--- src/hdl/bds_pkg.sv ---
// bds_pkg: types and constants shared by the baud divider search block.
// Used by bds_div and baud_divider_search; depends on nothing else.
package bds_pkg;

    localparam int BAUD_W   = 25;
    localparam int CLK_W    = 32;
    localparam int SBR_W    = 13;
    localparam int OSR_W    = 6;
    localparam int PROD_W   = BAUD_W + OSR_W;
    localparam int DIV_NUM_W = 34;
    localparam int DIV_DEN_W = 32;
    localparam int DIV_BITS_PER_CYCLE = 2;
    localparam int DIV_STEPS = DIV_NUM_W / DIV_BITS_PER_CYCLE;
    localparam int DIV_CNT_W = 5;
    localparam int SCALED_W = CLK_W + 7;
    localparam int LIMIT_W  = BAUD_W + 3;

    localparam logic [CLK_W-1:0] CLOCK_HZ_RESET = 32'd24000000;
    localparam logic [SBR_W-1:0] SBR_MAX        = 13'd8191;
    localparam logic [OSR_W-1:0] OSR_FIRST      = 6'd4;
    localparam logic [OSR_W-1:0] OSR_LAST       = 6'd32;
    localparam logic [6:0]       PCT_SCALE      = 7'd100;
    localparam logic [2:0]       TOL_PCT_LIMIT  = 3'd4;   // tolerance of 3 percent, plus one

    typedef enum logic [3:0] {
        S_IDLE,
        S_MUL1,
        S_DIV1_GO,
        S_DIV1_WAIT,
        S_MUL2,
        S_DIV2_GO,
        S_DIV2_WAIT,
        S_EVAL,
        S_SCALE,
        S_CHECK,
        S_DONE
    } bds_state_t;

endpackage

--- src/hdl/bds_div.sv ---
// bds_div: unsigned restoring divider, two quotient bits per cycle.
// Depends on bds_pkg for widths and step count.
module bds_div import bds_pkg::*; (
    input  logic                 aclk,
    input  logic                 aresetn,
    input  logic                 start,
    input  logic [DIV_NUM_W-1:0] num,
    input  logic [DIV_DEN_W-1:0] den,
    output logic                 done,
    output logic [DIV_NUM_W-1:0] quo
);

    logic                 busy_reg;
    logic                 done_reg;
    logic [DIV_CNT_W-1:0] cnt_reg;
    logic [DIV_DEN_W-1:0] rem_reg;
    logic [DIV_DEN_W-1:0] rem_next;
    logic [DIV_NUM_W-1:0] quo_reg;
    logic [DIV_NUM_W-1:0] quo_next;
    logic [DIV_DEN_W-1:0] den_reg;

    // two dependent shift-compare-subtract steps
    always_comb begin
        logic [DIV_DEN_W:0]   t;
        logic [DIV_DEN_W-1:0] r;
        logic [DIV_NUM_W-1:0] q;
        r = rem_reg;
        q = quo_reg;
        for (int i = 0; i < DIV_BITS_PER_CYCLE; i++) begin
            t = {r, q[DIV_NUM_W-1]};
            q = {q[DIV_NUM_W-2:0], 1'b0};
            if (t >= {1'b0, den_reg}) begin
                t    = t - {1'b0, den_reg};
                q[0] = 1'b1;
            end
            r = t[DIV_DEN_W-1:0];
        end
        rem_next = r;
        quo_next = q;
    end

    always_ff @(posedge aclk) begin
        if (!aresetn) begin
            busy_reg <= 1'b0;
            done_reg <= 1'b0;
            cnt_reg  <= '0;
        end else begin
            done_reg <= 1'b0;
            if (start) begin
                busy_reg <= 1'b1;
                cnt_reg  <= '0;
            end else if (busy_reg) begin
                cnt_reg <= cnt_reg + 1'b1;
                if (cnt_reg == DIV_CNT_W'(DIV_STEPS - 1)) begin
                    busy_reg <= 1'b0;
                    done_reg <= 1'b1;
                end
            end
        end
    end

    always_ff @(posedge aclk) begin
        if (start) begin
            rem_reg <= '0;
            quo_reg <= num;
            den_reg <= den;
        end else if (busy_reg) begin
            rem_reg <= rem_next;
            quo_reg <= quo_next;
        end
    end

    assign done = done_reg;
    assign quo  = quo_reg;

endmodule

--- src/hdl/baud_divider_search.sv ---
// baud_divider_search: picks the rate divisor and oversampling ratio for a line speed.
// Searches up to 29 ratios per beat (4 to 32), stopping early when a ratio yields a
// zero divisor. Handles one beat at a time, limited by the shared two-bit-per-cycle
// divider that runs twice per ratio.
// Reset: synchronous active-low aresetn; clock_hz returns to 24000000, no result pending.
// Depends on bds_pkg and bds_div.
module baud_divider_search import bds_pkg::*; (
    input  logic        aclk,
    input  logic        aresetn,
    // configuration write: clock_hz
    input  logic        cfg_valid,
    output logic        cfg_ready,
    input  logic [31:0] cfg_data,
    // request stream
    input  logic        s_tvalid,
    output logic        s_tready,
    input  logic [31:0] s_tdata,   // [24:0] baud_rate, [31:25] zero
    // result stream
    output logic        m_tvalid,
    input  logic        m_tready,
    output logic [23:0] m_tdata,   // [12:0] rate_divisor, [18:13] oversample_ratio, [23:19] zero
    output logic        m_tuser    // [0] found
);

    bds_state_t state_reg, state_next;

    logic [CLK_W-1:0]    clock_hz_reg;
    logic [BAUD_W-1:0]   baud_reg;
    logic [OSR_W-1:0]    osr_reg;
    logic [SBR_W-1:0]    sbr_reg;
    logic [PROD_W-1:0]   prod_reg;
    logic                tried_reg;
    logic [CLK_W-1:0]    best_err_reg;
    logic [SBR_W-1:0]    best_sbr_reg;
    logic [OSR_W-1:0]    best_osr_reg;
    logic [SCALED_W-1:0] scaled_reg;
    logic [LIMIT_W-1:0]  limit_reg;
    logic                ok_reg;

    logic                out_valid_reg;
    logic                out_found_reg;
    logic [SBR_W-1:0]    out_sbr_reg;
    logic [OSR_W-1:0]    out_osr_reg;

    logic                s_accept;
    logic                out_free;
    logic [BAUD_W-1:0]   mul_a;
    logic [PROD_W-1:0]   mul_p;
    logic                div_start;
    logic                div_done;
    logic [DIV_NUM_W-1:0] div_num;
    logic [DIV_DEN_W-1:0] div_den;
    logic [DIV_NUM_W-1:0] div_quo;
    logic [SBR_W-1:0]    sbr_clamped;
    logic [CLK_W-1:0]    actual;
    logic [CLK_W-1:0]    err;
    logic                take_best;

    assign cfg_ready = 1'b1;
    assign s_tready  = (state_reg == S_IDLE);
    assign s_accept  = s_tvalid && s_tready;
    assign out_free  = !out_valid_reg || m_tready;

    // configuration register
    always_ff @(posedge aclk) begin
        if (!aresetn) begin
            clock_hz_reg <= CLOCK_HZ_RESET;
        end else if (cfg_valid && cfg_ready) begin
            clock_hz_reg <= cfg_data;
        end
    end

    // shared multiplier: baud * osr for the divisor, sbr * osr for the check
    always_comb begin
        mul_a = (state_reg == S_MUL1) ? baud_reg : BAUD_W'(sbr_reg);
        mul_p = PROD_W'(mul_a) * PROD_W'(osr_reg);
    end

    // divider operands: round-to-nearest for sbr, plain floor for the actual rate
    always_comb begin
        if (state_reg == S_DIV1_GO) begin
            div_num = {1'b0, clock_hz_reg, 1'b0} + DIV_NUM_W'(prod_reg);
            div_den = DIV_DEN_W'({prod_reg, 1'b0});
        end else begin
            div_num = DIV_NUM_W'(clock_hz_reg);
            div_den = DIV_DEN_W'(prod_reg);
        end
    end

    bds_div u_div (
        .aclk    (aclk),
        .aresetn (aresetn),
        .start   (div_start),
        .num     (div_num),
        .den     (div_den),
        .done    (div_done),
        .quo     (div_quo)
    );

    // clamp the divisor, measure the error of the achieved rate
    always_comb begin
        sbr_clamped = (div_quo > DIV_NUM_W'(SBR_MAX)) ? SBR_MAX : div_quo[SBR_W-1:0];
        actual      = div_quo[CLK_W-1:0];
        err         = (CLK_W'(baud_reg) > actual) ? (CLK_W'(baud_reg) - actual)
                                                  : (actual - CLK_W'(baud_reg));
        take_best   = !tried_reg || (err <= best_err_reg);
    end

    // next state
    always_comb begin
        state_next = state_reg;
        unique case (state_reg)
            S_IDLE: begin
                if (s_accept) begin
                    state_next = (s_tdata[BAUD_W-1:0] == '0) ? S_SCALE : S_MUL1;
                end
            end
            S_MUL1:      state_next = S_DIV1_GO;
            S_DIV1_GO:   state_next = S_DIV1_WAIT;
            S_DIV1_WAIT: begin
                if (div_done) begin
                    // a zero divisor ends the search
                    state_next = (sbr_clamped == '0) ? S_SCALE : S_MUL2;
                end
            end
            S_MUL2:      state_next = S_DIV2_GO;
            S_DIV2_GO:   state_next = S_DIV2_WAIT;
            S_DIV2_WAIT: begin
                if (div_done) begin
                    state_next = S_EVAL;
                end
            end
            S_EVAL:      state_next = (osr_reg == OSR_LAST) ? S_SCALE : S_MUL1;
            S_SCALE:     state_next = S_CHECK;
            S_CHECK:     state_next = S_DONE;
            S_DONE: begin
                if (out_free) begin
                    state_next = S_IDLE;
                end
            end
            default:     state_next = S_IDLE;
        endcase
    end

    // state outputs
    always_comb begin
        div_start = (state_reg == S_DIV1_GO) || (state_reg == S_DIV2_GO);
    end

    always_ff @(posedge aclk) begin
        if (!aresetn) begin
            state_reg <= S_IDLE;
        end else begin
            state_reg <= state_next;
        end
    end

    // search datapath
    always_ff @(posedge aclk) begin
        unique case (state_reg)
            S_IDLE: begin
                if (s_accept) begin
                    baud_reg  <= s_tdata[BAUD_W-1:0];
                    osr_reg   <= OSR_FIRST;
                    tried_reg <= 1'b0;
                    best_err_reg <= '0;
                    best_sbr_reg <= '0;
                    best_osr_reg <= '0;
                end
            end
            S_MUL1, S_MUL2: begin
                prod_reg <= mul_p;
            end
            S_DIV1_WAIT: begin
                if (div_done) begin
                    sbr_reg <= sbr_clamped;
                end
            end
            S_EVAL: begin
                // ties go to the later, higher ratio
                if (take_best) begin
                    tried_reg    <= 1'b1;
                    best_err_reg <= err;
                    best_sbr_reg <= sbr_reg;
                    best_osr_reg <= osr_reg;
                end
                osr_reg <= osr_reg + 1'b1;
            end
            S_SCALE: begin
                // floor(err*100/baud) <= 3 holds exactly when err*100 < 4*baud
                scaled_reg <= SCALED_W'(best_err_reg) * SCALED_W'(PCT_SCALE);
                limit_reg  <= LIMIT_W'(baud_reg) * LIMIT_W'(TOL_PCT_LIMIT);
            end
            S_CHECK: begin
                ok_reg <= tried_reg && (scaled_reg < SCALED_W'(limit_reg));
            end
            default: begin
            end
        endcase
    end

    // result register: hold the beat until the sink takes it
    always_ff @(posedge aclk) begin
        if (!aresetn) begin
            out_valid_reg <= 1'b0;
        end else if ((state_reg == S_DONE) && out_free) begin
            out_valid_reg <= 1'b1;
        end else if (m_tready) begin
            out_valid_reg <= 1'b0;
        end
    end

    always_ff @(posedge aclk) begin
        if ((state_reg == S_DONE) && out_free) begin
            out_found_reg <= ok_reg;
            out_sbr_reg   <= ok_reg ? best_sbr_reg : '0;
            out_osr_reg   <= ok_reg ? best_osr_reg : '0;
        end
    end

    assign m_tvalid = out_valid_reg;
    assign m_tdata  = {5'b0, out_osr_reg, out_sbr_reg};
    assign m_tuser  = out_found_reg;

endmodule

--- config.mk ---
export PLATFORM = sky130hd
export DESIGN_NAME = baud_divider_search
export DESIGN_NICKNAME = d
export VERILOG_FILES = /design/src/hdl/bds_pkg.sv /design/src/hdl/bds_div.sv /design/src/hdl/baud_divider_search.sv
export SDC_FILE = /design/constraint.sdc
export NUM_CORES = 1
export LEC_CHECK = 0
export BUFFER_PORTS_ARGS = -buffer_cell sky130_fd_sc_hd__buf_2
export CAP_MARGIN = 20
export CORE_MARGIN = 1
export CORE_UTILIZATION = 45
export DETAILED_ROUTE_END_ITERATION = 7
export PLACE_DENSITY_LB_ADDON = 0.08
export SLEW_MARGIN = 5
export SYNTH_ARGS = -nofsm -noshare
export SYNTH_HDL_FRONTEND = slang
export SYNTH_SLANG_ARGS = --single-unit
--- constraint.sdc ---
create_clock -name aclk -period 9.9 [get_ports aclk]
set_input_delay 0.495 -clock aclk [delete_from_list [all_inputs] [get_ports aclk]]
set_output_delay 0.495 -clock aclk [all_outputs]
set_load 0.05 [all_outputs]
### Yosys cells after proc, flatten, opt, wreduce, memory -nomap -nowiden

Cells that the tools add are included.

* flip-flop bits (word level): 352
* bits in latches: 0
* memory bits (writable): 0
* memory bits (read-only): 0
* bits of input ports: 69
* output and inout bits: 28
* word-level logic and storage cells: 120
* memories kept: 0

* $add $sub $neg: 7
* multipliers: 2
* divide/modulo/power cells: 0
* order comparisons: 6
* eq/ne operators: 17
* shifts and indexed selects: 0
* muxes and demuxes: 39
* bitwise gates (word level): 2
* reductions and logical operators: 22

Operators by type and width (count)
* 2-to-1 mux 32 bit: 5
* 2-to-1 mux 34 bit: 3
* >= comparator 33 x 32 -> 1 bit: 2
* one-hot mux 32 bit (2 select lines): 1
* subtractor 32 bit: 2
* one-hot mux 4 bit (11 select lines): 1
* less-than comparator 39 x 27 -> 1 bit: 1
* 2-to-1 mux 13 bit: 3
* multiplier 32 x 5 -> 37 bit (second input constant): 1
* adder 33 x 31 -> 34 bit: 1
* greater-than comparator 34 x 13 -> 1 bit (second input constant): 1
* greater-than comparator 25 x 32 -> 1 bit: 1
* <= comparator 32 bit: 1
* subtractor 25 x 32 -> 32 bit: 1
* subtractor 32 x 25 -> 32 bit: 1
* multiplier 25 x 6 -> 31 bit: 1
* 2-to-1 mux 31 bit: 1
* 2-to-1 mux 4 bit: 7
* one-hot mux 13 bit (2 select lines): 1
* logical NOT 25 bit: 1
* 2-to-1 mux 25 bit: 1
* one-hot mux 6 bit (2 select lines): 2
* 2-to-1 mux 6 bit: 3
* == test 4 x 3 -> 1 bit (second input constant): 4
* 23 further kinds: 49

### Longest topological paths before layout

Gate-level depths: netlist of run 1.

* depth after elaboration: 6
* mapped depth: 27
* mapped depth without buffers: 24

### Hierarchy

Synthesis of run 1 repeated with hierarchy kept, for this count alone.

* cells, all modules: 3331
* area total of the unflattened synthesis: 30815.8 µm²

Modules (own cells, without submodules)
* baud_divider_search: instances 1, cells an instance 2496, area an instance 22940.8 µm², sequential area each 7046.8 µm²
* bds_div: instances 1, cells an instance 835, area an instance 7875.1 µm², sequential area each 2762.6 µm²

### Least setup slack after synthesis of run 1

Ideal clock, no wire load.

* kind: reg-to-reg
* start: register baud_reg[14]
* end: register best_err_reg[0] (enable)
* setup time: 0.534 ns
* data arrival time: 8.200 ns
* data required time: 9.366 ns
* path slack: 1.167 ns
* stages on the path, launching flop included: 24
* buffers on the path: 4
* period minus slack after synthesis: 8.733 ns
* cells stage by stage: edfxtp_1 inv_1 ha_1 buf_6 nand2_4 or4_4 nor4_1 a31oi_1 o21ai_2 buf_6 buf_2 buf_2 mux2_2 ha_1 nor2b_1 o21a_1 o21a_1 o21a_1 o21a_1 o21ai_0 a21oi_1 a2111oi_0 nor4_1 o21ai_0

* longest elaborated chain between the ends: 6
* elaborated cells on any way between the ends: 8
* those cells by class: add/sub (2); order compare (2); eq/ne (1); mux (1); reduce/logical (2)

Ends and longest elaborated chain
* start, declared: RTL line baud_divider_search.sv:28 `logic [BAUD_W-1:0] baud_reg;`
* start signal, assigned: RTL line baud_divider_search.sv:163 `baud_reg <= s_tdata[BAUD_W-1:0];`
* greater-than comparator 25 x 32 -> 1 bit: RTL line baud_divider_search.sv:104 `err = (CLK_W'(baud_reg) > actual) ? (CLK_W'(baud_reg) - actual)`
* 2-to-1 mux 32 bit: RTL line baud_divider_search.sv:104
* net err[1]: RTL line baud_divider_search.sv:56 `logic [CLK_W-1:0] err;`
* <= comparator 32 bit: RTL line baud_divider_search.sv:106 `take_best = !tried_reg || (err <= best_err_reg);`
* logical OR 1 bit: RTL line baud_divider_search.sv:106
* inequality test 2 bit (no source line)
* AND reduction 3 bit (no source line)
* end signal, assigned: RTL line baud_divider_search.sv:183 `best_err_reg <= err;`
* end, declared: RTL line baud_divider_search.sv:33 `logic [CLK_W-1:0] best_err_reg;`

The timed path passes the listed nets, and every way through them passes these cells.
A chain may end at the register's enable or synchronous reset.

### Worst setup path in the final report of run 1

* start: register baud_reg[14]
* end: register best_osr_reg[5] (enable)

* longest elaborated chain between the ends: 6
* elaborated cells on any way between the ends: 8
* those cells by class: add/sub (2); order compare (2); eq/ne (1); mux (1); reduce/logical (2)

Ends and longest elaborated chain
* subtractor 32 x 25 -> 32 bit, or another cell as far along: RTL line baud_divider_search.sv:105 `: (actual - CLK_W'(baud_reg));`
* 2-to-1 mux 32 bit (*): RTL line baud_divider_search.sv:104
* net err[26]: RTL line baud_divider_search.sv:56
* <= comparator 32 bit (*): RTL line baud_divider_search.sv:106
* logical OR 1 bit (*): RTL line baud_divider_search.sv:106
* inequality test 2 bit (no source line) (*)
* AND reduction 3 bit (no source line) (*)
* end signal, assigned: RTL line baud_divider_search.sv:185 `best_osr_reg <= osr_reg;`
* end, declared: RTL line baud_divider_search.sv:35 `logic [OSR_W-1:0] best_osr_reg;`

The timed path passes the listed nets; every way through them passes the cells marked *.

==> results of run 1 <==
==> final cells by class <==
type	instances	area share, %
Multi-Input combinational cell	2501	56.53
Sequential cell	352	29.31
Inverter	404	4.532
Clock buffer	58	3.788
Tap cell	873	3.264
Timing Repair Buffer	107	1.780
Clock inverter	24	0.7964
==> cells in the final DEF (no fill, tap or decap), types with 39 or more instances in the layout <==
cell type	count
o21ai_0	171
nor2_1	148
fa_1	125
nand3_1	47
dfxtp_1	76
xor2_1	67
nor2b_1	56
inv_1	401
a21oi_1	235
nor3_1	45
a21o_1	97
o21bai_1	39
and2_1	89
clkbuf_16	47
edfxtp_1	276
nand2_1	446
buf_2	83
ha_1	344
mux2i_1	71
xnor2_1	105
==> how the worst min path moves through the flow <==
stage | to | slack (ps) | cells after the start
2_1_floorplan | u_div.rem_reg[25] | 450 | 2
3_3_place_gp | u_div.rem_reg[6] | 460 | 2
3_5_place_dp | u_div.rem_reg[24] | 490 | 2
4_1_cts | baud_reg[3] | 60 | 1
5_1_grt | baud_reg[3] | 70 | 1
6_report | baud_reg[3] | 90 | 1
==> logic make-up (layout without fill, tap and decap cells) <==
| group | count (synthesis) | after routing |
|---|---|---|
| compound gates | 771 | 771 |
| simple gates | 983 | 983 |
| flops | 352 | 352 |
| xor+xnor | 173 | 173 |
| other cells | 2 | 6 |
| mux | 99 | 99 |
| fa+ha+maj | 469 | 469 |
| buf+inv | 525 | 593 |
==> layer usage <==
layer / global-route usage [%] / routed length, µm / share of wire (%)
met1: 37.00 / 42990 / 48
met2: 40.69 / 39740 / 44
met4: 7.681 / 2487 / 2.8
met5: 0 / 0 / 0
met3: 2.834 / 4142 / 4.6
==> per-stage QoR <==
step                      util [%]  setup slack (ps)  instances  area, µm²
final                        49.65              2415       4319      33460
after global routing         49.65              1965       4319      33460
after floorplan                  -              1167       3378      30760
after global placement       47.38              2585       4237      31930
after detailed placement     47.38              2452       4237      31930
after CTS                    49.65              2392       4319      33460
==> impl_metrics.json, run 1 <==
{
  "worst-path-max-fanout": 35,
  "worstReg2RegEnd": "best_osr_reg[5]",
  "fin_tns_setup_ps": 0,
  "antenna_cells": 0,
  "clock_latency_ps": 600,
  "synth_edf_count": 276,
  "dp_hpwl_mm": 69.64,
  "ys.flop_type": "edfxtp_1",
  "critPathKind": "flip-flop to flip-flop",
  "synthMuxAreaShare_pct": 3.345,
  "syn_area_um2": 30750,
  "multiInputGateArea_um2": 18920,
  "post-route-period-util_pct": 75.60,
  "clk_pin_slew_worst_paths_ps": 60,
  "fmax_mhz": 133.6,
  "synth-compound-area-share_pct": 15.88,
  "fin_skew_ps": 30.67,
  "cts_tree": "yes",
  "grt_pass1_vias": 24080,
  "worstReg2RegStart": "baud_reg[14]",
  "reg2reg_depth": 22,
  "yosysWarnings": 0,
  "start_util_pct": 45.62,
  "ioPinCount": 97,
  "setup_viol": 0,
  "track_usage_pct": 25.76,
  "min_path_type": "input pin to flip-flop",
  "max_slew_margin_pct": 26.51,
  "crit_buf_inv": 2,
  "yosys-top-cells-count": "447 x nand2_1, 402 x inv_1, 344 x ha_1",
  "clkSinkCount": 352,
  "ys_ff_latch": 352,
  "async_flop_share_pct": 0,
  "drt_iter0_markers": 1811,
  "gp_congestion": 0.9229,
  "status": "complete, no violations",
  "synthXorXnorAreaFrac_pct": 4.952,
  "first_pass_iters": 5,
  "fin_worst_hold_slack_ps": 88.53,
  "crit_cells": 22,
  "hold_buffers": 0,
  "synth_cell_type_count": 88,
  "grt_max_degree": 72,
  "cts_resized": 0,
  "coreArea_um2": 67400,
  "die_h_um": 263.4,
  "io_buffers": 83,
  "max-cap-violations": 0,
  "clockBufferDepth": 3,
  "die_w_um": 263.4,
  "critical_path.cell_chain": "inv_1 -> ha_1 -> nand2_4 -> or4_4 -> nor4_1 -> a31oi_1 -> o21ai_4 -> mux2_2 -> o31ai_1 -> a21o_1 -> xnor2_1 -> ha_1 -> a21oi_1 -> nor2b_1 -> o21ai_0 -> nand2b_1 -> a21oi_1 -> nor2_1 -> a211oi_1 -> o2111ai_1 -> o21ai_4 -> buf_4",
  "netlist.top_cell.by_area": "edfxtp_1",
  "gr-total-overflow": 0,
  "start_kind": "flip-flop",
  "seqCellArea_um2": 9809,
  "routed_via_density": 5.628,
  "fill_cells": 6388,
  "synth_simple_gate_area_share_pct": 14.95,
  "rsz0062_at_grt": "no",
  "fin_crit_ps": 7485,
  "drive_above_1_share_pct": 7.197,
  "syn_inst": 3374,
  "synth_top_family_by_area": "adder cells",
  "yosysMostFrequentCell": "nand2_1",
  "crit_required_ps": 10110,
  "cts_buffers": 44,
  "cp_top_family": "compound AO/OA/AOI/OAI gates",
  "yosys.area.top_type_share_pct": 26.95,
  "cts_max_level": 2,
  "largest_reg_flops": 37,
  "post-cts-setup-buffers": 0,
  "grt_pass1_wl_mm": 139.4,
  "detail_route.wl_per_cell_um": 20.69,
  "critPathMaxStageDelay_ps": 750,
  "drt_wl_total_mm": 89.36,
  "ys_seq_area_share_pct": 31.90,
  "std_cell_rows": 95,
  "yosys.area_share.adder_pct": 22.14,
  "root_buffer": "clkbuf_16",
  "ant_nets": 0,
  "via_count": 24310,
  "r2r_slack_ps": 2420,
  "maxSlewViolCount": 0,
  "dieArea_um2": 69380,
  "critPathCaptureType": "flip-flop",
  "synth_area_leaders": "edfxtp_1 27%, ha_1 14%, fa_1 8.1%",
  "syn_avg_cell_area_um2": 9.113,
  "antenna_found_initial": 1,
  "drc_errors": 0,
  "nets": 3948,
  "hold_viol": 0,
  "area_growth_pct": 8.830,
  "worst_pin_slew_ps": 1102,
  "cp.arrival_ps": 7700,
  "worstHoldStart": "s_tdata[3]",
  "cp-startpoint": "baud_reg[14]",
  "cp_slowest_cell": "edfxtp_1",
  "crit_end": "best_osr_reg[5]"
}
Power of run 1 is not shown: default switching activity piles up to over one toggle a cycle in this logic, so the estimate is an artifact.
==> run 2, diff against run 1 <==
- clock period: 9.9 -> 6.6 ns (I/O delays scaled with it)
==> impl_metrics.json, run 2 (synthesis results as in run 1) <==
{
  "mostFrequentLayoutCells": "446 x nand2_1, 402 x inv_1, 344 x ha_1",
  "ant_nets": 0,
  "drc_errors": 0,
  "worst_pin_slew_ps": 1156,
  "grt_pass1_wl_mm": 140.5,
  "std_cell_rows": 95,
  "critPathKind": "flip-flop to flip-flop",
  "critPathMaxStageDelay_ps": 540,
  "gr-total-overflow": 0,
  "crit_buf_inv": 3,
  "crit_required_ps": 6860,
  "clkSinkCount": 352,
  "worstHoldStart": "cfg_data[8]",
  "start_util_pct": 45.62,
  "hold_end": "clock_hz_reg[8]",
  "reg2reg_depth": 22,
  "hold_viol": 0,
  "max_slew_margin_pct": 22.91,
  "dieArea_um2": 69380,
  "root_buffer": "clkbuf_16",
  "cts_max_level": 2,
  "routed_via_density": 5.564,
  "grt_pass1_vias": 24290,
  "ioPinCount": 97,
  "worstReg2RegEnd": "best_osr_reg[3]",
  "critical_path.cell_chain": "inv_1 -> ha_1 -> nand2_1 -> or4_4 -> nor4_2 -> a31oi_1 -> o21ai_4 -> mux2_2 -> o21ai_2 -> buf_4 -> a21oi_1 -> o21ai_1 -> xnor2_1 -> ha_1 -> nand2_1 -> or3_1 -> nor3_2 -> nand3_1 -> a32oi_1 -> a31oi_1 -> o21ai_4 -> buf_12",
  "fin_skew_ps": 45.09,
  "cts_tree": "yes",
  "setup_viol": 0,
  "min_path_type": "input pin to flip-flop",
  "maxSlewViolCount": 0,
  "cp.arrival_ps": 6490,
  "drt_iter0_markers": 1775,
  "via_count": 24580,
  "die_w_um": 263.4,
  "worstReg2RegStart": "baud_reg[10]",
  "cp_top_family": "simple AND/OR/NAND/NOR gates",
  "final_cell_count_no_fill": 4417,
  "io_buffers": 83,
  "whs_path_depth": 3,
  "detail_route.wl_per_cell_um": 20.61,
  "dp.cells": 4283,
  "fin_worst_hold_slack_ps": 28.19,
  "fin_tns_setup_ps": 0,
  "clockBufferDepth": 3,
  "dp_hpwl_mm": 72.05,
  "grt_max_degree": 72,
  "cts_buffers": 45,
  "clock_latency_ps": 620,
  "clk_pin_slew_worst_paths_ps": 60,
  "die_h_um": 263.4,
  "critPathCaptureType": "flip-flop",
  "start_kind": "flip-flop",
  "track_usage_pct": 26.11,
  "rsz0062_at_grt": "no",
  "coreArea_um2": 67400,
  "first_pass_iters": 6,
  "drive_above_1_share_pct": 8.634,
  "post-route-period-util_pct": 94.44,
  "area_growth_pct": 11.71,
  "r2r_slack_ps": 370,
  "fin_crit_ps": 6233,
  "max-cap-violations": 0,
  "largest_reg_flops": 37,
  "nets": 4045,
  "gp_congestion": 0.9364,
  "mostFrequentLayoutCell": "nand2_1",
  "worst-path-max-fanout": 52,
  "fmax_mhz": 160.4,
  "antenna_cells": 0,
  "drt_wl_total_mm": 91.01,
  "antenna_found_initial": 5,
  "status": "complete, no violations",
  "cp_slowest_cell": "or4_4"
}
-- run 2: routing by layer --
layer  part of all wire (%)  GRT usage [%]  vias to the layer above  wire (µm)
li1                       -              -                    11970          -
met1                     46          36.13                    11720      42260
met2                     44          41.24                      736      40280
met3                    6.0          4.368                      149       5421
met4                    3.3          8.883                        2       3046
met5                  0.013              0                        -         12
-- run 2: worst max path at each step --
stage / slack [ps] / startpoint / cells past startpoint / to
final: 370 / baud_reg[10] / 22 / best_osr_reg[3]
after global routing: 70 / baud_reg[10] / 22 / best_osr_reg[3]
after CTS: 30 / baud_reg[10] / 23 / best_osr_reg[3]
after detailed placement: 80 / baud_reg[10] / 23 / best_osr_reg[0]
after global placement: 170 / baud_reg[10] / 23 / best_osr_reg[5]
after floorplan: 240 / baud_reg[14] / 23 / best_err_reg[0]
-- run 2: metrics by stage --
step / setup slack, ps / utilization (%) / cell area (µm²)
2_1_floorplan: 241.7 / - / 30770
3_3_place_gp: 172.6 / 47.96 / 32320
3_5_place_dp: 77.51 / 47.96 / 32320
4_1_cts: 28.58 / 50.89 / 34300
5_1_grt: 68.24 / 50.96 / 34350
6_report: 366.7 / 50.96 / 34350
-- run 2: repair_timing --
action / CTS / global route
setup buffers: 0 / 0
endpoints found under the setup margin: 0 / 52
hold buffers: 48 / 0
gates resized for setup: 0 / 3
endpoints found under the hold margin: 48 / 0
-- run 2: cell type report --
class                   count  area (µm²)
multi-input cells        2501       18930
clock buffers              55        1225
clock inverters            29       266.5
inverters                 404        1516
flip-flops and latches    352        9809
fillers                  6235       33050
repair buffers            203        1506
well taps                 873        1092
-- run 2: worst reg2reg max path: stages (launching register included) --
cell      delay (ps)
edfxtp_1         500
inv_1             80
ha_1             470
nand2_1          160
or4_4            540
nor4_2           340
a31oi_1          180
o21ai_4          270
mux2_2           460
o21ai_2          210
buf_4            150
a21oi_1          100
o21ai_1          310
xnor2_1          110
ha_1             300
nand2_1           40
or3_1            410
nor3_2           220
nand3_1          100
a32oi_1          330
a31oi_1          120
o21ai_4          120
buf_12           310
Power of run 2 is left out for the same reason.
